[src/hw/rtl/pdt_pkg.sv]
// Shared types and constants of the squared distance transform core.
// No dependencies.
package pdt_pkg;

	localparam int MAX_WIDTH  = 256;
	localparam int MAX_HEIGHT = 256;
	localparam int PIX_DEPTH  = MAX_WIDTH * MAX_HEIGHT;
	localparam int PIX_AW     = $clog2(PIX_DEPTH);
	localparam int CNT_W      = PIX_AW + 1;
	localparam int DIM_W      = 9;
	localparam int COL_DEPTH  = MAX_HEIGHT + 2;
	localparam int BND_DEPTH  = MAX_HEIGHT + 3;
	localparam int CRD_W      = $clog2(BND_DEPTH);
	localparam int CV_W       = 9;
	localparam int SQ_W       = 18;
	localparam int NUM_W      = SQ_W + 1;
	localparam int DEN_W      = CRD_W + 1;
	localparam int FRAC_W     = 16;
	localparam int QUO_W      = NUM_W - 1 + FRAC_W;
	localparam int S_W        = QUO_W + 2;
	localparam int DIST_W     = 16;
	localparam int CFG_IDX_W  = 2;

	localparam logic [CFG_IDX_W-1:0] CFG_WIDTH  = 2'd0;
	localparam logic [CFG_IDX_W-1:0] CFG_HEIGHT = 2'd1;

	localparam logic FUNC_LOAD = 1'b0;
	localparam logic FUNC_READ = 1'b1;

	localparam logic [DIST_W-1:0] DIST_SAT = 16'd65534;
	localparam logic [DIST_W-1:0] MASK_FG  = 16'hFFFF;

	typedef struct packed {
		logic       func;
		logic [7:0] mask_value;
	} cmd_t;

	typedef struct packed {
		logic [DIST_W-1:0] squared_distance;
		logic              last_of_plane;
	} res_t;

	typedef enum logic [19:0] {
		ST_LOAD   = 20'h00001,
		ST_READ   = 20'h00002,
		ST_RF_RD  = 20'h00004,
		ST_RF_WR  = 20'h00008,
		ST_RB_RD  = 20'h00010,
		ST_RB_WR  = 20'h00020,
		ST_CP_RD  = 20'h00040,
		ST_CP_WR  = 20'h00080,
		ST_EN_Q   = 20'h00100,
		ST_EN_QW  = 20'h00200,
		ST_EN_V   = 20'h00400,
		ST_EN_VW  = 20'h00800,
		ST_EN_DIV = 20'h01000,
		ST_EN_DW  = 20'h02000,
		ST_EN_CMP = 20'h04000,
		ST_EN_KW  = 20'h08000,
		ST_SC_Q   = 20'h10000,
		ST_SC_QW  = 20'h20000,
		ST_SC_V   = 20'h40000,
		ST_SC_VW  = 20'h80000
	} state_t;

endpackage

[src/hw/rtl/pdt_div.sv]
// Shared bit-serial divider: floor(num * 2^16 / den), one quotient bit a cycle.
// Depends on pdt_pkg.
module pdt_div
	import pdt_pkg::*;
(
	input  logic                    clk,
	input  logic                    arst_n,
	input  logic                    start,
	input  logic signed [NUM_W-1:0] num,
	input  logic [DEN_W-1:0]        den,
	output logic                    done,
	output logic signed [S_W-1:0]   quo
);

	localparam int CNT_DW = $clog2(QUO_W + 1);

	logic [DEN_W-1:0]  rem_q;
	logic [QUO_W-1:0]  dvd_q;
	logic [CNT_DW-1:0] cnt_q;
	logic              run_q;
	logic              neg_q;
	logic              done_q;
	logic [DEN_W:0]    shifted;
	logic [DEN_W+1:0]  diff;
	logic [NUM_W-2:0]  mag;
	logic [S_W-1:0]    qext;

	assign mag     = num[NUM_W-1] ? (NUM_W-1)'(-num) : num[NUM_W-2:0];
	assign shifted = {rem_q, dvd_q[QUO_W-1]};
	assign diff    = {1'b0, shifted} - {2'b0, den};
	assign qext    = {2'b0, dvd_q};

	always_ff @(posedge clk or negedge arst_n) begin
		if (!arst_n) begin
			run_q  <= 1'b0;
			done_q <= 1'b0;
			cnt_q  <= '0;
		end else begin
			done_q <= 1'b0;
			if (start) begin
				run_q <= 1'b1;
				cnt_q <= CNT_DW'(QUO_W);
			end else if (run_q) begin
				cnt_q <= cnt_q - 1'b1;
				if (cnt_q == CNT_DW'(1)) begin
					run_q  <= 1'b0;
					done_q <= 1'b1;
				end
			end
		end
	end

	always_ff @(posedge clk) begin
		if (start) begin
			rem_q <= '0;
			dvd_q <= {mag, {FRAC_W{1'b0}}};
			neg_q <= num[NUM_W-1];
		end else if (run_q) begin
			rem_q <= diff[DEN_W+1] ? shifted[DEN_W-1:0] : diff[DEN_W-1:0];
			dvd_q <= {dvd_q[QUO_W-2:0], ~diff[DEN_W+1]};
		end
	end

	assign done = done_q;
	assign quo  = neg_q ? $signed(-qext - {{(S_W-1){1'b0}}, (rem_q != '0)}) : $signed(qext);

endmodule

[config.mk]
export PLATFORM = sky130hd
export DESIGN_NAME = pdt_div
export DESIGN_NICKNAME = d
export VERILOG_FILES = /design/src/hw/rtl/pdt_pkg.sv /design/src/hw/rtl/pdt_div.sv
export SDC_FILE = /design/constraint.sdc
export NUM_CORES = 1
export LEC_CHECK = 0
export BUFFER_PORTS_ARGS = -buffer_cell sky130_fd_sc_hd__buf_2
export CAP_MARGIN = 10
export CORE_MARGIN = 2
export CORE_UTILIZATION = 60
export DETAILED_ROUTE_END_ITERATION = 8
export GPL_ROUTABILITY_DRIVEN = 0
export PLACE_DENSITY = 0.81
export SKIP_LAST_GASP = 1
export SLEW_MARGIN = 40
export SYNTH_ARGS = -nofsm -noshare
export SYNTH_HDL_FRONTEND = slang
export SYNTH_SLANG_ARGS = --single-unit
[constraint.sdc]
create_clock -name clk -period 3.86 [get_ports clk]
set_input_delay 0.193 -clock clk [delete_from_list [all_inputs] [get_ports clk]]
set_output_delay 0.193 -clock clk [all_outputs]
set_load 0.03 [all_outputs]
### Word level (Yosys, flattened, before mapping)

Cells that the tools add are included.

* add/sub/neg operators: 5
* equality and inequality tests: 1
* muxes and demuxes: 13
* bitwise gates (word level): 1
* reduce and logical (&&, ||, !) cells: 2

Operators with widths (number)
* $mux W34: 2
* $mux W36: 1
* $neg A34 Y36: 1
* $sub A36 B1 Y36: 1
* $mux W18: 1
* $neg A18 Y18: 1
* $mux W6: 2
* $sub A11 B10 Y12: 1
* $mux W10: 1
* $reduce_bool A10 Y1: 1
* $eq A6 B1 Y1 const B: 1
* $mux W1: 6
* $sub A6 B1 Y6 const B: 1
* $reduce_bool A2 Y1: 1
* $not A1 Y1: 1

* bits in registers: 53
* input port bits: 32
* logic and storage cells: 29

### Depth between registers and ports, before layout

* depth after elaboration: 4
* gate-level depth with buffers: 13
* mapped depth without buffers: 13

### Least setup slack after synthesis

No wires, ideal clock.

* path type: flip-flop to output port
* start: register rem_q[3]
* end: output quo[31]
* arrival: 3.192 ns
* setup slack: 0.475 ns
* cell stages (with the launch flop): 14
* path buffers: 0
* cells stage by stage: dfxtp_1 or4_1 nor4_1 ha_1 ha_1 inv_1 ha_1 o21ba_2 o22ai_1 o211a_1 o211ai_1 a22oi_1 a21oi_1 o211ai_1

* longest elaborated chain between the ends: 3

RTL lines
* start, declared: line pdt_div.sv:17 `logic [DEN_W-1:0] rem_q;`
* start signal, assigned: line pdt_div.sv:59 `rem_q <= diff[DEN_W+1] ? shifted[DEN_W-1:0] : diff[DEN_W-1:0];`
* $reduce_bool A10 Y1: line pdt_div.sv:65 `assign quo = neg_q ? $signed(-qext - {{(S_W-1){1'b0}}, (rem_q != '0)}) : $signed(qext);`
* $sub A36 B1 Y36: line pdt_div.sv:65
* $mux W36: line pdt_div.sv:65
* end, declared: line pdt_div.sv:12 `output logic signed [S_W-1:0] quo`

Every way passes these cells.

### Final worst setup path

* start: register rem_q[3]
* end: output quo[33]

The elaborated chain is that of the path after synthesis.

==> results.py <==
metrics = {
    "yosys": {
        "synth_area_leader_cell": "ha_1",
        "synth.area.mux_share_pct": 5.70,
        "synth_xor_area_share_pct": 7.54,
        "synthCells": 706,
        "synth_top_family_by_area": "compound AO/OA/AOI/OAI gates",
        "synth_area_mm2": 0.00546,
        "synth_edf_count": 19,
        "synth_area_leaders": "ha_1, edfxtp_1, dfxtp_1",
        "synthArstFlopShare_pct": 15.1,
        "synth_adder_area_share_pct": 12.1,
        "synth.avg_cell_area_um2": 7.74,
        "netlist.area_leader.share_pct": 11.7,
        "synth-seq-area-share_pct": 23.6,
        "yosysWarningCount": 0,
        "yosys.area_share.simple_pct": 19.9,
        "ys.flop_type": "dfxtp_1",
        "synth.distinct_cells": 71,
        "ys_ff_latch": 53,
        "synth_compound_area_share_pct": 23.5,
        "synth_fp_nets": 790,
    },
    "sta": {
        "post-route-period-util_pct": 99.7,
        "rsz0062_at_grt": "true",
        "skew_ns": 0.0189,
        "fin_tns_setup_ns": 0,
        "hold_viol_final": 0,
        "slew_viol_final": 0,
        "fin_hold_ws_ns": 0.237,
        "finalSetupViolations": 0,
        "worst-slew-pin-transition_ns": 0.701,
        "max_freq_ghz": 0.260,
        "slew_headroom_pct": 53.3,
        "min_period_ns": 3.85,
    },
    "routing": {
        "wirelength_mm": 13.2,
        "post-route-drc-count": 0,
        "drt-initial-drc-count": 298,
        "via_count": 5280,
        "viasPerCell": 6.13,
        "wl_per_cell_um": 15.3,
        "ant_nets": 0,
        "firstDrtPassIters": 5,
    },
    "pwr": {
        "switching_power_mw": 2.04,
        "swShare_pct": 48.9,
        "combPwrFrac_pct": 72.4,
        "p_int_mw": 2.14,
        "max-vdd-ir-drop_v": 0.000436,
        "leakagePower_nw": 2.87,
        "p_seq_share_pct": 18.5,
        "clock_power_share_pct": 9.1,
        "p_per_area_mw_per_mm2": 688,
    },
    "floorplan": {
        "fp.dieH_um": 99.4,
        "die_w_um": 99.4,
        "core_area_mm2": 0.00876,
        "start_util_pct": 62.3,
        "die_area_mm2": 0.00988,
        "rows": 34,
        "io-pin-count": 69,
    },
    "finish": {
        "fin_nets": 836,
        "mostFrequentLayoutCells": "nand2_1, buf_2, nor2_1",
        "final_common_cell": "nand2_1",
        "antenna-diode-count": 0,
        "multi_input_area_mm2": 0.00385,
        "n_fill_cell": 713,
        "area_delta_synth_final_pct": 11.3,
        "stdcell_count": 861,
        "design_area_mm2": 0.00608,
        "drive_above_1_share_pct": 16.2,
        "final-seq-area_mm2": 0.00130,
    },
    "clock_network": {
        "htreeDepth": 2,
        "cts.sinks": 53,
        "cts_tree": "done",
        "cts_inserted_buffers": 5,
        "clk_pin_slew_ns": 0.11,
        "cts_buffer_depth": 2,
        "root_buffer": "clkbuf_8",
        "clk_latency_ns": 0.31,
    },
    "critical_path": {
        "critPathTopFamily": "compound AO/OA/AOI/OAI gates",
        "slowest_stage": "or4_4",
        "cp_max_fo": 3,
        "crit_path_start_kind": "flop",
        "cp_data_arrival_time_ns": 3.66,
        "r2r_cells": 9,
        "cpMostUsedCell": "ha_2",
        "worstSetupPathType": "flop to primary output",
        "crit_chain": "or4_4 > nor4_4 > ha_2 > ha_1 > inv_1 > ha_2 > o21ba_4 > o22ai_4 > o211a_1 > o211ai_1 > a22o_1 > o31a_1 > or3_1 > buf_6",
        "path_depth": 14,
        "cp-end-kind": "primary output",
        "cp_num_buf_inv": 2,
        "cp.required_ns": 3.67,
        "cp_slowest_stage_delay_ns": 0.54,
    },
    "global_routing": {
        "grt_pass1_vias": 4823,
        "grt_pass1_wl_mm": 21.9,
        "grt_overflow": 0,
        "track_usage_pct": 26.4,
        "antenna_found_initial": 0,
        "grt_max_degree": 59,
    },
    "place": {
        "port_buffers": 68,
        "post-place-cells": 845,
        "hpwl_mm": 9.94,
        "dpl-instance-area_mm2": 0.00578,
    },
    "status": {
        "outcome": "finished, final reports clean",
    },
    "flow_run": {
        "drv_cap": 0,
    },
    "worst_hold_path": {
        "hold_class": "input port to asynchronous set/reset pin",
    },
}
==> worst reg2reg max path, delay by kind of cell, from the launching register on <==
| kind | cells | cell delay (ns) |
|---|---|---|
| adders and majority gates | 1 | 0.22 |
| AOI/OAI and AO/OA | 6 | 1.41 |
| DFF | 1 | 0.45 |
| buffers and inverters | 1 | 0.20 |
| and+or+nand+nor | 1 | 0.05 |
==> Yosys cell counts, drive strengths merged (7+ instances only) <==
cell	instances
o21a	8
nand3	12
or3	11
nand4	14
o31ai	8
o21ai	56
a211oi	7
mux2i	30
nand2	75
xnor2	34
a22o	9
nor3	15
buf	23
dfrtp	8
inv	59
ha	51
clkbuf	19
edfxtp	19
nor2	61
a21oi	44
dfxtp	26
a21o	13
xor2	13
==> state kept, by name, summed over array words and instances, names as in the netlist <==
register,cells
dvd_q,34
done,1
cnt_q,6
run_q,1
neg_q,1
rem_q,10
==> per-layer routing <==
layer	GRT usage [%]	vias to the layer above	wire length, um
met1	36.6	2479	6060
met4	6.95	0	250
li1	-	2609	-
met5	0	-	0
met2	43.8	169	6200
met3	3.23	23	699
==> metrics by stage <==
stage	utilization, %	worst slack (ns)	power [mW]
after floorplan	-	0.475	2.90
after global placement	65.9	0.154	3.44
after detailed placement	65.9	0.0167	3.51
after CTS	68.5	-0.0205	4.05
after global routing	69.4	-0.110	4.48
final	69.4	0.0106	4.19
==> logic make-up after synthesis <==
kind of cell | count (synthesis)
adders and majority gates | 52
and+or+nand+nor | 228
muxes | 31
AOI/OAI and AO/OA | 194
xor gates and xnor gates | 47
buffers and inverters | 101
DFF | 53
==> worst paths after layout <==
kind / slack [ns] / start / endpoint
worst max-delay path: 0.01 / rem_q[3] / quo[33]
worst min-delay path: 0.24 / arst_n / cnt_q[3]
worst max register to register: 1.39 / dvd_q[33] / rem_q[9]
worst min register to register: 0.51 / rem_q[3] / rem_q[3]
max in group asynchronous: 3.44 / arst_n / run_q
min in group clk: 0.26 / num[0] / dvd_q[16]
==> power groups by stage <==
stage	clock [mW]	sequential, mW	combinational [mW]
after global placement	0	0.769	2.67
after CTS	0.387	0.768	2.90
after floorplan	0	0.743	2.16
after global routing	0.410	0.785	3.29
final	0.382	0.775	3.03
after detailed placement	0	0.776	2.73
==> timing repair <==
| action | CTS | global route |
|---|---|---|
| endpoints found under the hold margin | 8 | 0 |
| pin swaps | 7 | 6 |
| setup buffers | 6 | 1 |
| setup endpoints to repair | 13 | 19 |
| resized for setup | 14 | 18 |
| hold buffers | 1 | 0 |
==> area by class of cell <==
type | instances | area share [%]
inverter | 59 | 3.64
clock inverter | 1 | 0.185
sequential | 53 | 21.4
clock buffer | 7 | 1.77
timing repair buffer | 81 | 7.47
multi-input combinational | 552 | 63.3
tap | 108 | 2.22
(Power assumes the default switching activity.)
